## src/ndc_pkg.sv

```systemverilog
// Shared types and constants for the non-negative linear Diophantine checker.
// Used by every module of the block; depends on nothing else.
package ndc_pkg;

    localparam int OPND_W = 16;                 // width of coefficients and target
    localparam int COEF_W = OPND_W + 2;         // signed Bezout coefficient width
    localparam int PROD_W = 2 * COEF_W;         // shared multiplier product width
    localparam int DVD_W  = 2 * OPND_W;         // widest dividend of the divider
    localparam int CNT_W  = $clog2(DVD_W + 1);  // divider step counter width
    localparam int IN_W   = 3 * OPND_W;
    localparam int OUT_W  = ((OPND_W + 1 + 7) / 8) * 8;

    typedef enum logic [3:0] {
        ST_IDLE,
        ST_EUC_CHK,
        ST_EUC_DIV,
        ST_EUC_MUL,
        ST_EUC_UPD,
        ST_GCD_DONE,
        ST_CG_DIV,
        ST_BG_START,
        ST_BG_DIV,
        ST_SMOD,
        ST_CM_DIV,
        ST_PM_MUL,
        ST_PM_START,
        ST_PM_DIV,
        ST_AX_MUL,
        ST_AX_CMP
    } state_t;

    typedef struct packed {
        logic [OPND_W-1:0] target_sum;
        logic [OPND_W-1:0] coef_b;
        logic [OPND_W-1:0] coef_a;
    } req_t;

    typedef struct packed {
        logic [OPND_W-1:0] common_divisor;
        logic              feasible;
    } res_t;

    typedef struct packed {
        logic              start;
        logic              long_op;
        logic [DVD_W-1:0]  dividend;
        logic [OPND_W-1:0] divisor;
    } div_cmd_t;

    typedef struct packed {
        logic              done;
        logic [DVD_W-1:0]  quot;
        logic [OPND_W-1:0] rem;
    } div_rsp_t;

endpackage

```

## src/ndc_div.sv

```systemverilog
// Restoring serial divider, one quotient bit per cycle.
// Short requests divide OPND_W bits, long ones DVD_W bits. Depends on ndc_pkg.
module ndc_div (
    input  logic              clk,
    input  logic              rst_n,
    input  ndc_pkg::div_cmd_t cmd,
    output ndc_pkg::div_rsp_t rsp
);
    import ndc_pkg::*;

    logic              busy_reg, busy_next;
    logic              done_reg, done_next;
    logic [CNT_W-1:0]  cnt_reg, cnt_next;
    logic [OPND_W-1:0] rem_reg, rem_next;
    logic [DVD_W-1:0]  quo_reg, quo_next;
    logic [OPND_W-1:0] dsr_reg, dsr_next;
    logic [OPND_W:0]   trial;

    always_comb
    begin
        busy_next = busy_reg;
        done_next = 1'b0;
        cnt_next  = cnt_reg;
        rem_next  = rem_reg;
        quo_next  = quo_reg;
        dsr_next  = dsr_reg;
        trial     = {rem_reg, quo_reg[DVD_W-1]};
        if (cmd.start)
        begin
            busy_next = 1'b1;
            rem_next  = '0;
            dsr_next  = cmd.divisor;
            if (cmd.long_op)
            begin
                quo_next = cmd.dividend;
                cnt_next = CNT_W'(DVD_W);
            end
            else
            begin
                // The short dividend sits in the upper half so it shifts out first.
                quo_next = {cmd.dividend[OPND_W-1:0], {(DVD_W-OPND_W){1'b0}}};
                cnt_next = CNT_W'(OPND_W);
            end
        end
        else if (busy_reg)
        begin
            if (trial >= {1'b0, dsr_reg})
            begin
                rem_next = OPND_W'(trial - {1'b0, dsr_reg});
                quo_next = {quo_reg[DVD_W-2:0], 1'b1};
            end
            else
            begin
                rem_next = trial[OPND_W-1:0];
                quo_next = {quo_reg[DVD_W-2:0], 1'b0};
            end
            cnt_next = cnt_reg - CNT_W'(1);
            if (cnt_reg == CNT_W'(1))
            begin
                busy_next = 1'b0;
                done_next = 1'b1;
            end
        end
    end

    always_ff @(posedge clk or negedge rst_n)
    begin
        if (!rst_n)
        begin
            busy_reg <= 1'b0;
            done_reg <= 1'b0;
            cnt_reg  <= '0;
        end
        else
        begin
            busy_reg <= busy_next;
            done_reg <= done_next;
            cnt_reg  <= cnt_next;
        end
    end

    always_ff @(posedge clk)
    begin
        rem_reg <= rem_next;
        quo_reg <= quo_next;
        dsr_reg <= dsr_next;
    end

    assign rsp.done = done_reg;
    assign rsp.quot = quo_reg;
    assign rsp.rem  = rem_reg;

endmodule

```

## src/ndc_mul.sv

```systemverilog
// Shared signed multiplier with a registered product.
// The product is valid in the cycle after the operands. Depends on ndc_pkg.
module ndc_mul (
    input  logic                                clk,
    input  logic signed [ndc_pkg::COEF_W-1:0]   op_a,
    input  logic signed [ndc_pkg::COEF_W-1:0]   op_b,
    output logic signed [ndc_pkg::PROD_W-1:0]   prod
);
    import ndc_pkg::*;

    logic signed [PROD_W-1:0] prod_reg;

    always_ff @(posedge clk)
    begin
        prod_reg <= op_a * op_b;
    end

    assign prod = prod_reg;

endmodule

```

## src/ndc_seq.sv

```systemverilog
// Sequencer for the checker: extended Euclid, divisibility test and the
// smallest non-negative x, all through the shared divider and multiplier.
// Depends on ndc_pkg, ndc_div and ndc_mul.
module ndc_seq (
    input  logic          clk,
    input  logic          rst_n,
    input  logic          req_valid,
    output logic          req_ready,
    input  ndc_pkg::req_t req,
    output logic          res_valid,
    input  logic          res_ready,
    output ndc_pkg::res_t res
);
    import ndc_pkg::*;

    state_t state_reg, state_next;

    logic [OPND_W-1:0] a_reg, a_next;
    logic [OPND_W-1:0] b_reg, b_next;
    logic [OPND_W-1:0] c_reg, c_next;
    logic [OPND_W-1:0] r0_reg, r0_next;
    logic [OPND_W-1:0] r1_reg, r1_next;
    logic [OPND_W-1:0] q_reg, q_next;
    logic signed [COEF_W-1:0] s0_reg, s0_next;
    logic signed [COEF_W-1:0] s1_reg, s1_next;
    logic [OPND_W-1:0] cq_reg, cq_next;
    logic [OPND_W-1:0] bg_reg, bg_next;
    logic [OPND_W-1:0] su_reg, su_next;
    logic [OPND_W-1:0] cm_reg, cm_next;
    logic [OPND_W-1:0] x0_reg, x0_next;
    logic              feas_reg, feas_next;

    div_cmd_t div_cmd;
    div_rsp_t div_rsp;
    logic signed [COEF_W-1:0] mul_a, mul_b;
    logic signed [PROD_W-1:0] prod;
    logic signed [COEF_W-1:0] bg_s, v1, v2;

    ndc_div u_div (
        .clk   (clk),
        .rst_n (rst_n),
        .cmd   (div_cmd),
        .rsp   (div_rsp)
    );

    ndc_mul u_mul (
        .clk  (clk),
        .op_a (mul_a),
        .op_b (mul_b),
        .prod (prod)
    );

    always_comb
    begin
        state_next = state_reg;
        a_next     = a_reg;
        b_next     = b_reg;
        c_next     = c_reg;
        r0_next    = r0_reg;
        r1_next    = r1_reg;
        q_next     = q_reg;
        s0_next    = s0_reg;
        s1_next    = s1_reg;
        cq_next    = cq_reg;
        bg_next    = bg_reg;
        su_next    = su_reg;
        cm_next    = cm_reg;
        x0_next    = x0_reg;
        feas_next  = feas_reg;
        req_ready  = 1'b0;
        res_valid  = 1'b0;

        div_cmd.start    = 1'b0;
        div_cmd.long_op  = 1'b0;
        div_cmd.dividend = DVD_W'(r0_reg);
        div_cmd.divisor  = r1_reg;

        mul_a = $signed({2'b00, a_reg});
        mul_b = $signed({2'b00, x0_reg});

        // Reduce the Bezout coefficient into [0, b/g); it is known to lie in [-b/g, b/g].
        bg_s = $signed({2'b00, bg_reg});
        v1   = (s0_reg < 0) ? (s0_reg + bg_s) : s0_reg;
        v2   = (v1 >= bg_s) ? (v1 - bg_s) : v1;

        case (state_reg)
            ST_IDLE:
            begin
                req_ready = 1'b1;
                if (req_valid)
                begin
                    a_next     = req.coef_a;
                    b_next     = req.coef_b;
                    c_next     = req.target_sum;
                    r0_next    = req.coef_a;
                    r1_next    = req.coef_b;
                    s0_next    = COEF_W'(1);
                    s1_next    = '0;
                    state_next = ST_EUC_CHK;
                end
            end
            ST_EUC_CHK:
            begin
                if (r1_reg == '0)
                begin
                    state_next = ST_GCD_DONE;
                end
                else
                begin
                    div_cmd.start = 1'b1;
                    state_next    = ST_EUC_DIV;
                end
            end
            ST_EUC_DIV:
            begin
                if (div_rsp.done)
                begin
                    q_next     = div_rsp.quot[OPND_W-1:0];
                    r0_next    = r1_reg;
                    r1_next    = div_rsp.rem;
                    state_next = ST_EUC_MUL;
                end
            end
            ST_EUC_MUL:
            begin
                mul_a      = $signed({2'b00, q_reg});
                mul_b      = s1_reg;
                state_next = ST_EUC_UPD;
            end
            ST_EUC_UPD:
            begin
                s0_next    = s1_reg;
                s1_next    = s0_reg - $signed(prod[COEF_W-1:0]);
                state_next = ST_EUC_CHK;
            end
            ST_GCD_DONE:
            begin
                if (r0_reg == '0)
                begin
                    feas_next  = (c_reg == '0);
                    state_next = ST_IDLE;
                    res_valid  = 1'b1;
                    if (!res_ready)
                    begin
                        state_next = ST_GCD_DONE;
                    end
                end
                else
                begin
                    div_cmd.start    = 1'b1;
                    div_cmd.dividend = DVD_W'(c_reg);
                    div_cmd.divisor  = r0_reg;
                    state_next       = ST_CG_DIV;
                end
            end
            ST_CG_DIV:
            begin
                if (div_rsp.done)
                begin
                    cq_next = div_rsp.quot[OPND_W-1:0];
                    if (div_rsp.rem != '0)
                    begin
                        feas_next  = 1'b0;
                        state_next = ST_AX_CMP;
                    end
                    else
                    begin
                        state_next = ST_BG_START;
                    end
                end
            end
            ST_BG_START:
            begin
                div_cmd.start    = 1'b1;
                div_cmd.dividend = DVD_W'(b_reg);
                div_cmd.divisor  = r0_reg;
                state_next       = ST_BG_DIV;
            end
            ST_BG_DIV:
            begin
                if (div_rsp.done)
                begin
                    bg_next = div_rsp.quot[OPND_W-1:0];
                    if (div_rsp.quot[OPND_W-1:0] == '0)
                    begin
                        feas_next  = 1'b1;
                        state_next = ST_AX_CMP;
                    end
                    else
                    begin
                        state_next = ST_SMOD;
                    end
                end
            end
            ST_SMOD:
            begin
                su_next          = v2[OPND_W-1:0];
                div_cmd.start    = 1'b1;
                div_cmd.dividend = DVD_W'(cq_reg);
                div_cmd.divisor  = bg_reg;
                state_next       = ST_CM_DIV;
            end
            ST_CM_DIV:
            begin
                if (div_rsp.done)
                begin
                    cm_next    = div_rsp.rem;
                    state_next = ST_PM_MUL;
                end
            end
            ST_PM_MUL:
            begin
                mul_a      = $signed({2'b00, su_reg});
                mul_b      = $signed({2'b00, cm_reg});
                state_next = ST_PM_START;
            end
            ST_PM_START:
            begin
                div_cmd.start    = 1'b1;
                div_cmd.long_op  = 1'b1;
                div_cmd.dividend = prod[DVD_W-1:0];
                div_cmd.divisor  = bg_reg;
                state_next       = ST_PM_DIV;
            end
            ST_PM_DIV:
            begin
                if (div_rsp.done)
                begin
                    x0_next    = div_rsp.rem;
                    state_next = ST_AX_MUL;
                end
            end
            ST_AX_MUL:
            begin
                feas_next  = 1'b1;
                state_next = ST_AX_CMP;
            end
            ST_AX_CMP:
            begin
                // The product a*x0 is only meaningful when this state follows the multiply.
                res_valid = 1'b1;
                if (res_ready)
                begin
                    state_next = ST_IDLE;
                end
            end
            default:
            begin
                state_next = ST_IDLE;
            end
        endcase
    end

    // A feasible flag that came from the full path is checked against a*x0 <= c.
    logic ax_ok;
    logic chk_ax_reg, chk_ax_next;

    always_comb
    begin
        ax_ok       = (prod[PROD_W-1:OPND_W] == '0) && (prod[OPND_W-1:0] <= c_reg);
        chk_ax_next = chk_ax_reg;
        if (state_reg == ST_AX_MUL)
        begin
            chk_ax_next = 1'b1;
        end
        else if (state_reg == ST_IDLE)
        begin
            chk_ax_next = 1'b0;
        end
    end

    always_ff @(posedge clk or negedge rst_n)
    begin
        if (!rst_n)
        begin
            state_reg  <= ST_IDLE;
            chk_ax_reg <= 1'b0;
        end
        else
        begin
            state_reg  <= state_next;
            chk_ax_reg <= chk_ax_next;
        end
    end

    always_ff @(posedge clk)
    begin
        a_reg    <= a_next;
        b_reg    <= b_next;
        c_reg    <= c_next;
        r0_reg   <= r0_next;
        r1_reg   <= r1_next;
        q_reg    <= q_next;
        s0_reg   <= s0_next;
        s1_reg   <= s1_next;
        cq_reg   <= cq_next;
        bg_reg   <= bg_next;
        su_reg   <= su_next;
        cm_reg   <= cm_next;
        x0_reg   <= x0_next;
        feas_reg <= feas_next;
    end

    assign res.common_divisor = r0_reg;
    assign res.feasible = (state_reg == ST_GCD_DONE) ? (c_reg == '0) :
                          (chk_ax_reg ? ax_ok : feas_reg);

endmodule

```

## src/nonneg_linear_diophantine_check.sv

```systemverilog
// Top level of the non-negative linear Diophantine checker: stream ports and
// the output register. Depends on ndc_pkg and ndc_seq.
//
// Usage: a request on the s_ side carries coef_a, coef_b and target_sum. The
// block answers with one result on the m_ side: feasible (non-negative x, y
// with a*x + b*y = c exist) and common_divisor = gcd(a, b).
// One request is worked on at a time; s_tready is high only while idle.
// Each Euclid quotient step is one serial division on the shared divider,
// a multiply and an update. Up to 23 steps occur for 16-bit operands. The
// full tail adds three OPND_W-bit divisions, one DVD_W-bit division, two
// multiplies and a compare. A request is shortest when both coefficients
// are zero.
// The result goes into an output register, so a new request is accepted while
// an earlier result still waits; if the receiver stalls with m_tready low, the
// block holds the next finished result until the register frees.
// Reset (rst_n low, asynchronous) returns to idle and drops m_tvalid.
module nonneg_linear_diophantine_check (
    input  logic                      clk,
    input  logic                      rst_n,
    input  logic                      s_tvalid,
    output logic                      s_tready,
    input  logic [ndc_pkg::IN_W-1:0]  s_tdata,   // coef_a, coef_b, target_sum
    output logic                      m_tvalid,
    input  logic                      m_tready,
    output logic [ndc_pkg::OUT_W-1:0] m_tdata    // feasible, common_divisor, zero pad
);
    import ndc_pkg::*;

    req_t req;
    res_t res;
    logic res_valid, res_ready;
    logic m_tvalid_reg, m_tvalid_next;
    res_t out_reg;

    assign req = req_t'(s_tdata);

    ndc_seq u_seq (
        .clk       (clk),
        .rst_n     (rst_n),
        .req_valid (s_tvalid),
        .req_ready (s_tready),
        .req       (req),
        .res_valid (res_valid),
        .res_ready (res_ready),
        .res       (res)
    );

    always_comb
    begin
        res_ready     = !m_tvalid_reg || m_tready;
        m_tvalid_next = m_tvalid_reg;
        if (res_valid && res_ready)
        begin
            m_tvalid_next = 1'b1;
        end
        else if (m_tready)
        begin
            m_tvalid_next = 1'b0;
        end
    end

    always_ff @(posedge clk or negedge rst_n)
    begin
        if (!rst_n)
        begin
            m_tvalid_reg <= 1'b0;
        end
        else
        begin
            m_tvalid_reg <= m_tvalid_next;
        end
    end

    always_ff @(posedge clk)
    begin
        if (res_valid && res_ready)
        begin
            out_reg <= res;
        end
    end

    assign m_tvalid = m_tvalid_reg;
    assign m_tdata  = OUT_W'(out_reg);

endmodule

```

## config.mk

```make
export PLATFORM = sky130hd
export DESIGN_NAME = nonneg_linear_diophantine_check
export DESIGN_NICKNAME = d
export VERILOG_FILES = /design/src/ndc_pkg.sv /design/src/ndc_div.sv /design/src/ndc_mul.sv /design/src/ndc_seq.sv /design/src/nonneg_linear_diophantine_check.sv
export SDC_FILE = /design/constraint.sdc
export NUM_CORES = 1
export LEC_CHECK = 0
export BUFFER_PORTS_ARGS = -buffer_cell sky130_fd_sc_hd__buf_4
export CORE_ASPECT_RATIO = 0.7
export CORE_MARGIN = 5
export CORE_UTILIZATION = 25
export CTS_CLUSTER_DIAMETER = 120
export DETAILED_ROUTE_END_ITERATION = 12
export PLACE_DENSITY = 0.39
export SLEW_MARGIN = 40
export SYNTH_ARGS = -nofsm -noshare
export SYNTH_HDL_FRONTEND = slang
export SYNTH_SLANG_ARGS = --single-unit
```

## constraint.sdc

```tcl
create_clock -name clk -period 9.4 [get_ports clk]
set_input_delay 0.94 -clock clk [delete_from_list [all_inputs] [get_ports clk]]
set_output_delay 0.94 -clock clk [all_outputs]
set_load 0.01 [all_outputs]
```

[Yosys cells after proc, flatten, opt, wreduce, memory -nomap -nowiden]
Index checks and enable logic that the tools add are counted.
Operators by class
  $add $sub $neg: 5
  $mul: 1
  $lt $le $gt $ge: 4
  equal/unequal tests: 26
  multiplexer cells: 62
  reductions and logical operators: 28
Operators with widths (count)
  $pmux 48 s4: 1
  $mux 32: 4
  $pmux 18 s2: 3
  $mux 16: 6
  $pmux 16 s2: 3
  $logic_not 16->1: 4
  $pmux 4 s16: 1
  $mux 18: 3
  $mux 4: 9
  $mul 17x18->35: 1
  $eq 4x4->1 const B: 8
  $sub 16x16->16: 2
  $mux 1: 23
  $logic_not 20->1: 1
  $add 18x17->18: 1
  $ge 18x17->1: 1
  $lt 18x1->1 const B: 1
  $mux 6: 3
  $sub 18x18->18: 1
  $ge 17x16->1: 1
  $eq 4x3->1 const B: 4
  $le 16x16->1: 1
  $reduce_bool 16->1: 1
  $ne 2x2->1 const B: 7
  20 further kinds: 36
Word-level totals
  register bits: 344
  input bits: 52
  output and inout bits: 26
  logic and storage cells: 152

[Longest topological paths before layout]
Gate-level depths: netlist of run 1.
  depth in word-level cells: 5
  depth in mapped cells: 31
  mapped depth without buffers: 28

[Hierarchy]
Synthesis of run 1 repeated with hierarchy kept, for this count alone.
Unflattened totals
  cells, all modules: 2851
  area, all modules: 29759.8 um^2
Modules (own cells, without submodules)
  ndc_mul: times used 1, cells each 1388, area an instance 12948.7 um^2
  ndc_seq: times used 1, cells each 1048, area an instance 12174.2 um^2
  ndc_div: times used 1, cells each 386, area an instance 4016.4 um^2
  nonneg_linear_diophantine_check: times used 1, cells each 29, area an instance 620.6 um^2

[Least setup slack after synthesis of run 1]
OpenSTA, ideal clock, no wires.
  path kind: reg-to-reg
  start: register u_seq.state_reg[2]
  end: register u_seq.u_mul.prod_reg[24], in the netlist u_seq.u_mul.prod[24]
  setup time: 0.072 ns
  data arrival time: 7.057 ns
  required time: 9.328 ns
  slack: 2.271 ns
  stages on the path, launching flop included: 31
  buffers on the path: 5
  period minus slack after synthesis: 7.129 ns
  cells stage by stage: dfrtp_1 -> clkbuf_1 -> inv_2 -> clkbuf_1 -> nand3_1 -> clkbuf_1 -> clkbuf_1 -> nand2_1 -> o21ai_1 -> clkbuf_1 -> nand2_1 -> fa_1 -> inv_1 -> fa_1 -> inv_1 -> fa_1 -> inv_1 -> fa_1 -> fa_1 -> inv_1 -> fa_1 -> inv_1 -> ha_1 -> a21o_1 -> a21oi_1 -> nor2b_1 -> nor4_1 -> o21ai_0 -> a21o_1 -> a21oi_1 -> xnor2_1
On the way
  longest elaborated chain between the ends: 3
  elaborated cells on any way between the ends: 5
  those cells by class: mul: 1; eq/ne: 2; mux: 2
RTL lines
  start: declaration: line ndc_seq.sv:16  | state_t state_reg, state_next;
  start signal: assignment: line ndc_seq.sv:281  | state_reg <= state_next;
  $eq 4x4->1 / $eq 4x2->1 (equally long branches): line ndc_seq.sv:86  | case (state_reg)
  $pmux 16 s2 / $pmux 18 s2 (equally long branches): line ndc_seq.sv:86
  $mul 17x18->35 (*): line ndc_mul.sv:15  | prod_reg <= op_a * op_b;
  end signal: assignment: line ndc_mul.sv:15
  end: declaration: line ndc_mul.sv:11  | logic signed [PROD_W-1:0] prod_reg;
Every way passes the cells marked *; elsewhere a longest branch is shown, timed or not.
A chain may end at the register's enable or synchronous reset.

[Worst setup path in the final report of run 1]
  start: register u_seq.state_reg[2]
  end: register u_seq.u_mul.prod_reg[34], in the netlist u_seq.u_mul.prod[34]
Same word-level chain as after synthesis.

==> summary.txt, run 1 <==
Detailed routing
  – DRC viols: 0
  – 1st-iter DRT viols: 1946
  – Pre-antenna DRT Iters: 7
  – Antenna-violating nets left: 0
  – Vias: 20.36k
  – Total length of routed wires: 101100 µm
  – Routed len/inst: roughly 24 µm
  – DR vias/cell: 4.789

Clock network
  – Clock Latency Late Sink: 0.58 ns
  – CTS tree: yes
  – Clock tree buffer depth: 3
  – Clock slew at reported path FFs: approximately 0.07 ns
  – Sink Count: 343
  – Root Driver: clkbuf_16
  – Resized cells post-CTS: 0
  – CTS Buf Count: 37
  – H-Tree Depth: 2
  – # hold bufs at CTS: 0
  – Post-CTS Setup Bufs: 0

Global route
  – Vias in the first global route: 20.76k
  – GRT Total Usage: 0.1680
  – First-pass GRT wire length: 147800 µm
  – Largest net degree at the start of global routing: 56
  – Initial antenna violation count: 13
  – Global route overflow: 0

Cells and area
  – Area of the multi-input gates: 16110 µm²
  – Nets: 3286
  – Layout cells sized above 1: 0.1053
  – Finished Core Util: 0.2866
  – FF+latch area: around 10000 µm²
  – Fillers: roughly 11k
  – Largest register FFs: 35
  – Area grow syn2layout: 13.55%

Synth
  – Async SR Flop Fraction: 0.04082
  – Synthesized area per cell: 10.42 µm²
  – Sequential element share of the synthesized area: 0.3472
  – Synth cell types: 76
  – Post-synthesis register bit count: 343
  – Post-synthesis cell count: 2687
  – Post-synth EDFFs: 278
  – Synth Flop Type: edfxtp_1
  – Netlist Area Pre-Place: 27990 µm²
  – Synth warn: 0

Timing
  – Final Critical Period: 8.432 ns
  – Worst-Margin Slew: 0.8388 ns
  – RSZ-0062 raised after global routing: no
  – Final setup viols: 0
  – Final hold vios: 0
  – Setup TNS: 0 ns
  – Final period utilization: 0.8970
  – Max_slew headroom: 0.4408
  – Max frequency: about 120 MHz
  – Worst Skew: 0.05091 ns
  – Final Max Tran Viols: 0

Placed design
  – RD Place Congestion: 0.8696
  – Dpl hpwl: about 81000 µm
  – I/O Buffers: 70

Floorplanning
  – Placeable Area: between 100000 and 150000 µm²
  – Die Y-Extent: 290.0 µm
  – Io pins: 78
  – Initial cell density of the core: 0.2524
  – Full die area: approximately 120000 µm²
  – Std-Cell Rows: about 100
  – Die W: 410.0 µm

Setup path
  – Worst Path Arrival: 8.89 ns
  – Worst Setup End Kind: flip-flop
  – CP required: 9.86 ns
  – CP Launch Type: flip-flop
  – Setup CP Type: flip-flop to flip-flop
  – Worst-path fanout max: 53

Status
  – Status: complete, no violations

Hold path
  – Worst hold path class: input port to asynchronous set/reset pin

Job
  – Max Cap Viol: 0
==> per-stage QoR <==
stage | setup slack (ns) | hold WS (ns) | std cells | instance area [µm²]
2_1_floorplan | 2.271 | 0.4726 | 2693 | 28020
3_3_place_gp | 0.5328 | 0.5283 | 4182 | 30470
3_5_place_dp | 0.9722 | 0.5411 | 4182 | 30500
4_1_cts | 0.9284 | 0.2195 | 4249 | 31770
5_1_grt | 0.5424 | 0.2235 | 4249 | 31780
6_report | 0.9682 | 0.2410 | 4251 | 31790
==> metal layers <==
| metal | vias to the layer above | GRT usage | wire, µm |
|---|---|---|---|
| li1 | 9158 | - | - |
| met1 | 10410 | 0.2671 | 51330 |
| met2 | 709 | 0.2286 | 39860 |
| met3 | 80 | 0.04650 | 8752 |
| met4 | 0 | 0.02032 | 1135 |
| met5 | - | 0 | 0 |
==> cells in the final DEF (no fill, tap or decap), types with 16 or more instances in the layout <==
cell / netlist / layout
nand2b_1: 22 / 22
nand2_1: 272 / 272
a31oi_1: 26 / 26
and2_1: 21 / 21
a21oi_1: 91 / 85
o21ai_0: 62 / 59
a222oi_1: 32 / 32
a21o_1: 39 / 39
nor4_1: 35 / 34
and3_1: 29 / 28
xnor2_1: 69 / 69
edfxtp_1: 278 / 278
mux2i_1: 45 / 45
inv_1: 487 / 486
nand4_1: 25 / 25
a22o_1: 16 / 16
o21ai_1: 17 / 17
o21a_1: 38 / 37
nor3_1: 29 / 25
nor2_1: 173 / 172
clkbuf_16: 0 / 37
a221o_1: 16 / 16
xor2_1: 23 / 23
nand3_1: 22 / 21
mux2_2: 49 / 49
nor2b_1: 18 / 18
ha_1: 172 / 172
fa_1: 297 / 297
buf_4: 10 / 136
dfxtp_1: 51 / 51
==> final timing paths <==
kind                                    startpoint                       to  slack (ns)  cells after the start
max in group asynchronous                    rst_n       u_seq.state_reg[3]        8.88                      1
min                                          rst_n   u_seq.u_div.cnt_reg[0]        0.24                      1
max reg2reg                     u_seq.state_reg[2]     u_seq.u_mul.prod[34]        0.97                     25
min reg2reg                u_seq.u_div.quo_reg[26]  u_seq.u_div.quo_reg[27]        0.55                      1
max                             u_seq.state_reg[2]     u_seq.u_mul.prod[34]        0.97                     25
min in group clk                       s_tdata[35]           u_seq.c_reg[3]        0.54                      1
==> cell families after synthesis <==
kind of cell / share of synthesized area
and+or+nand+nor: 0.1086
buffers and inverters: 0.08201
adders and majority gates: 0.2893
AOI/OAI and AO/OA: 0.1034
DFF: 0.3472
muxes: 0.04063
xor gates and xnor gates: 0.02878
other: 0.0001340
==> critical path, cell delays in order, from the launching register on <==
cell,delay [ns]
dfrtp_1,0.36
buf_4,0.19
inv_2,0.22
nand3_4,0.48
buf_4,0.45
o21ai_1,0.18
buf_4,0.34
nand2_1,0.21
fa_1,0.70
fa_1,0.76
inv_1,0.22
fa_1,0.49
fa_1,0.52
fa_1,0.50
inv_1,0.05
fa_1,0.48
inv_1,0.05
ha_1,0.35
nand4_1,0.16
nor2_1,0.37
o41ai_2,0.27
a31oi_1,0.47
nand4_1,0.16
nand4b_1,0.11
a21oi_1,0.08
xnor2_1,0.12
==> synthesized netlist by cell type (25+ instances only) <==
library cell | count | share of area
o21ai_0 | 62 | 0.011
fa_1 | 297 | 0.21
xnor2_1 | 69 | 0.022
inv_1 | 487 | 0.065
clkbuf_1 | 78 | 0.010
mux2_2 | 49 | 0.020
a21oi_1 | 91 | 0.016
a31oi_1 | 26 | 0.0058
nand4_1 | 25 | 0.0056
dfxtp_1 | 51 | 0.036
o21a_1 | 38 | 0.010
and3_1 | 29 | 0.0065
ha_1 | 172 | 0.077
nor3_1 | 29 | 0.0052
a222oi_1 | 32 | 0.011
nor2_1 | 173 | 0.023
edfxtp_1 | 278 | 0.30
nor4_1 | 35 | 0.0078
nand2_1 | 272 | 0.036
a21o_1 | 39 | 0.010
mux2i_1 | 45 | 0.016
==> final cells by class <==
cell class,instances,area share
multi-input cells,1758,0.5068
flip-flops and latches,343,0.3059
inverters,489,0.05774
well taps,1456,0.05731
repair buffers,136,0.03212
clock buffers,47,0.03188
clock inverters,20,0.008069
diodes,2,0.0001574
Power of run 1 is not shown: default switching activity piles up to over one toggle a cycle in this logic, so the estimate is an artifact.
==> run 2: changes to the inputs <==
Settings changed: CELL_PAD_IN_SITES_DETAIL_PLACEMENT from default to 0, CELL_PAD_IN_SITES_GLOBAL_PLACEMENT from default to 1, PLACE_DENSITY 0.39 to 0.46.
==> run 2 against run 1 <==
Effect of this change: first-iteration DRC count is 7.0% higher; count of clock-buffer cells in the layout is 1 higher; register-to-register slack worse by 0.27 ns; via count is 0.70% lower; final area hardly changed; die area stayed put; fmax is 3.1% lower; global-route usage is 0.22 points higher; sequential share of layout area hardly changed; worst hold slack worse by 0.0071 ns; routed wire length is 1.6% higher; setup slack worse by 0.27 ns.
==> summary.txt, run 2 (synthesis results as in run 1) <==
Status
  – Status: complete, no violations (unchanged)

Timing
  – RSZ-0062 raised after global routing: no (unchanged)
  – Worst-Margin Slew: 0.8335 ns (was 0.8388 ns)
  – Final setup viols: 0 (unchanged)
  – Setup TNS: 0 ns (unchanged)
  – Max frequency: 115.0 MHz (was 118.6 MHz)
  – Final Critical Period: 8.699 ns (was 8.432 ns)
  – Final hold vios: 0 (unchanged)
  – Final Max Tran Viols: 0 (unchanged)
  – Final period utilization: 0.9254 (was 0.8970)
  – Post-route worst setup slack: 0.7012 ns (was 0.9682 ns)
  – Max_slew headroom: 0.4443 (was 0.4408)
  – Worst Skew: 0.04166 ns (was 0.05091 ns)

Cells and area
  – Final cell area excluding filler cells: 31800 µm² (was 31790 µm²)
  – Layout cells sized above 1: 0.1082 (was 0.1053)
  – Commonest non-fill, non-tap cell in the layout: inv_1 (unchanged)
  – Area grow syn2layout: 13.60% (was 13.55%)
  – Ant. Diodes: 0 (was 2)
  – Largest register FFs: 35 (unchanged)
  – Nets: 3295 (was 3286)
  – Highest-count cells in the layout ignoring fill and taps: inv_1, fa_1, edfxtp_1 (unchanged)

Clock network
  – H-Tree Depth: 2 (unchanged)
  – Sink Count: 343 (unchanged)
  – Clock Latency Late Sink: 0.58 ns (about the same)
  – Post-CTS Setup Bufs: 0 (unchanged)
  – Clock tree buffer depth: 3 (unchanged)
  – CTS Buf Count: 36 (was 37)
  – CTS tree: yes (unchanged)
  – Resized cells post-CTS: 0 (unchanged)
  – Root Driver: clkbuf_16 (unchanged)
  – Clock slew at reported path FFs: 0.06 ns (was 0.07 ns)
  – # hold bufs at CTS: 0 (unchanged)

Setup path
  – Origin of the critical flop-to-flop path: u_seq.state_reg[3] (was u_seq.state_reg[2])
  – RR Endpoint: u_seq.u_mul.prod[34] (unchanged)
  – CP Launch Type: flip-flop (unchanged)
  – Reg2reg setup slack: 0.70 ns (was 0.97 ns)
  – R2R depth: 23 (was 25)
  – Worst Setup End Kind: flip-flop (unchanged)
  – Worst-path fanout max: 30 (was 53)
  – Crit path from: u_seq.state_reg[3] (was u_seq.state_reg[2])
  – Setup CP Type: flip-flop to flip-flop (unchanged)
  – CP required: 9.87 ns (was 9.86 ns)
  – Crit path to: u_seq.u_mul.prod[34] (unchanged)
  – Worst Path Arrival: 9.16 ns (was 8.89 ns)

Global route
  – GRT Total Usage: 0.1702 (was 0.1680)
  – Global route overflow: 0 (unchanged)
  – Initial antenna violation count: 11 (was 13)
  – Vias in the first global route: 20.58k (was 20.76k)
  – First-pass GRT wire length: 149400 µm (was 147800 µm)
  – Largest net degree at the start of global routing: 56 (unchanged)

Floorplanning
  – Placeable Area: 110900 µm² (unchanged)
  – Io pins: 78 (unchanged)
  – Initial cell density of the core: 0.2524 (unchanged)
  – Std-Cell Rows: 102 (unchanged)
  – Full die area: 118900 µm² (unchanged)
  – Die W: 410.0 µm (unchanged)
  – Die Y-Extent: 290.0 µm (unchanged)

Detailed routing
  – Total length of routed wires: 102700 µm (was 101100 µm)
  – DR WL met2: 40050 µm (was 39860 µm)
  – Antenna-violating nets left: 0 (unchanged)
  – Max layer used: met4 (unchanged)
  – Routed length on met1: 52660 µm (was 51330 µm)
  – Routed len/inst: 24.12 µm (was 23.78 µm)
  – Vias: 20.22k (was 20.36k)
  – Met3 routed WL: 8812 µm (was 8752 µm)
  – 1st-iter DRT viols: 2082 (was 1946)
  – Pre-antenna DRT Iters: 8 (was 7)
  – DR vias/cell: 4.749 (was 4.789)
  – DRC viols: 0 (unchanged)

Placed design
  – Dpl hpwl: 83420 µm (was 81150 µm)
  – RD Place Congestion: 0.8544 (was 0.8696)
  – Post-place setup slack: 0.8476 ns (was 0.9722 ns)
  – I/O Buffers: 70 (unchanged)
  – Post-DP Area: 30590 µm² (was 30500 µm²)

Job
  – Max Cap Viol: 0 (unchanged)

Hold path
  – Worst hold path class: input port to asynchronous set/reset pin (unchanged)
## run 2: how the worst min path moves through the flow
stage                                          to  slack, ns  cells after the start                     from
after CTS                  u_seq.u_div.cnt_reg[1]       0.21                      1                    rst_n
after global placement    u_seq.u_div.quo_reg[28]       0.53                      1  u_seq.u_div.quo_reg[27]
after detailed placement  u_seq.u_div.quo_reg[26]       0.54                      1  u_seq.u_div.quo_reg[25]
after floorplan                        m_tdata[3]       0.47                      0          u_seq.r0_reg[2]
final                      u_seq.u_div.cnt_reg[4]       0.23                      1                    rst_n
after global routing       u_seq.u_div.cnt_reg[3]       0.23                      1                    rst_n
## run 2: final cells by class
class                           instances  area [µm²]
Sequential cell                       343        9721
Fill cell                           11570       79100
Timing Repair Buffer                  146        1089
Inverter                              489        1836
Clock buffer                           48       998.5
Tap cell                             1456        1822
Multi-Input combinational cell       1758       16140
Clock inverter                         17       200.2
## run 2: metrics by stage
stage | utilization | std cells | hold slack, ns
finish | 0.2868 | 4257 | 0.2338
global route | 0.2868 | 4257 | 0.2292
CTS | 0.2866 | 4256 | 0.2130
detailed placement | 0.2758 | 4191 | 0.5373
global placement | 0.2751 | 4186 | 0.5310
floorplan | - | 2693 | 0.4726
## run 2: worst max-delay path: stages, from the launching register on
cell	delay, ns
dfrtp_2	0.70
buf_4	0.40
nor2_1	0.33
and4_1	0.69
nand2_1	0.31
fa_1	0.71
fa_1	0.75
inv_1	0.21
fa_1	0.49
fa_1	0.51
fa_1	0.49
inv_1	0.05
fa_1	0.47
inv_1	0.05
ha_1	0.36
nand4_1	0.16
nor2_1	0.59
o41ai_2	0.21
buf_4	0.22
a31oi_1	0.43
nand4_1	0.15
nand4b_1	0.11
a21oi_1	0.08
xnor2_1	0.12
## run 2: layer usage
metal | track usage | up-vias
met5 | 0 | -
met2 | 0.2301 | 674
met4 | 0.01895 | 0
li1 | - | 9174
met3 | 0.04358 | 75
met1 | 0.2749 | 10290
Power of run 2 is left out for the same reason.
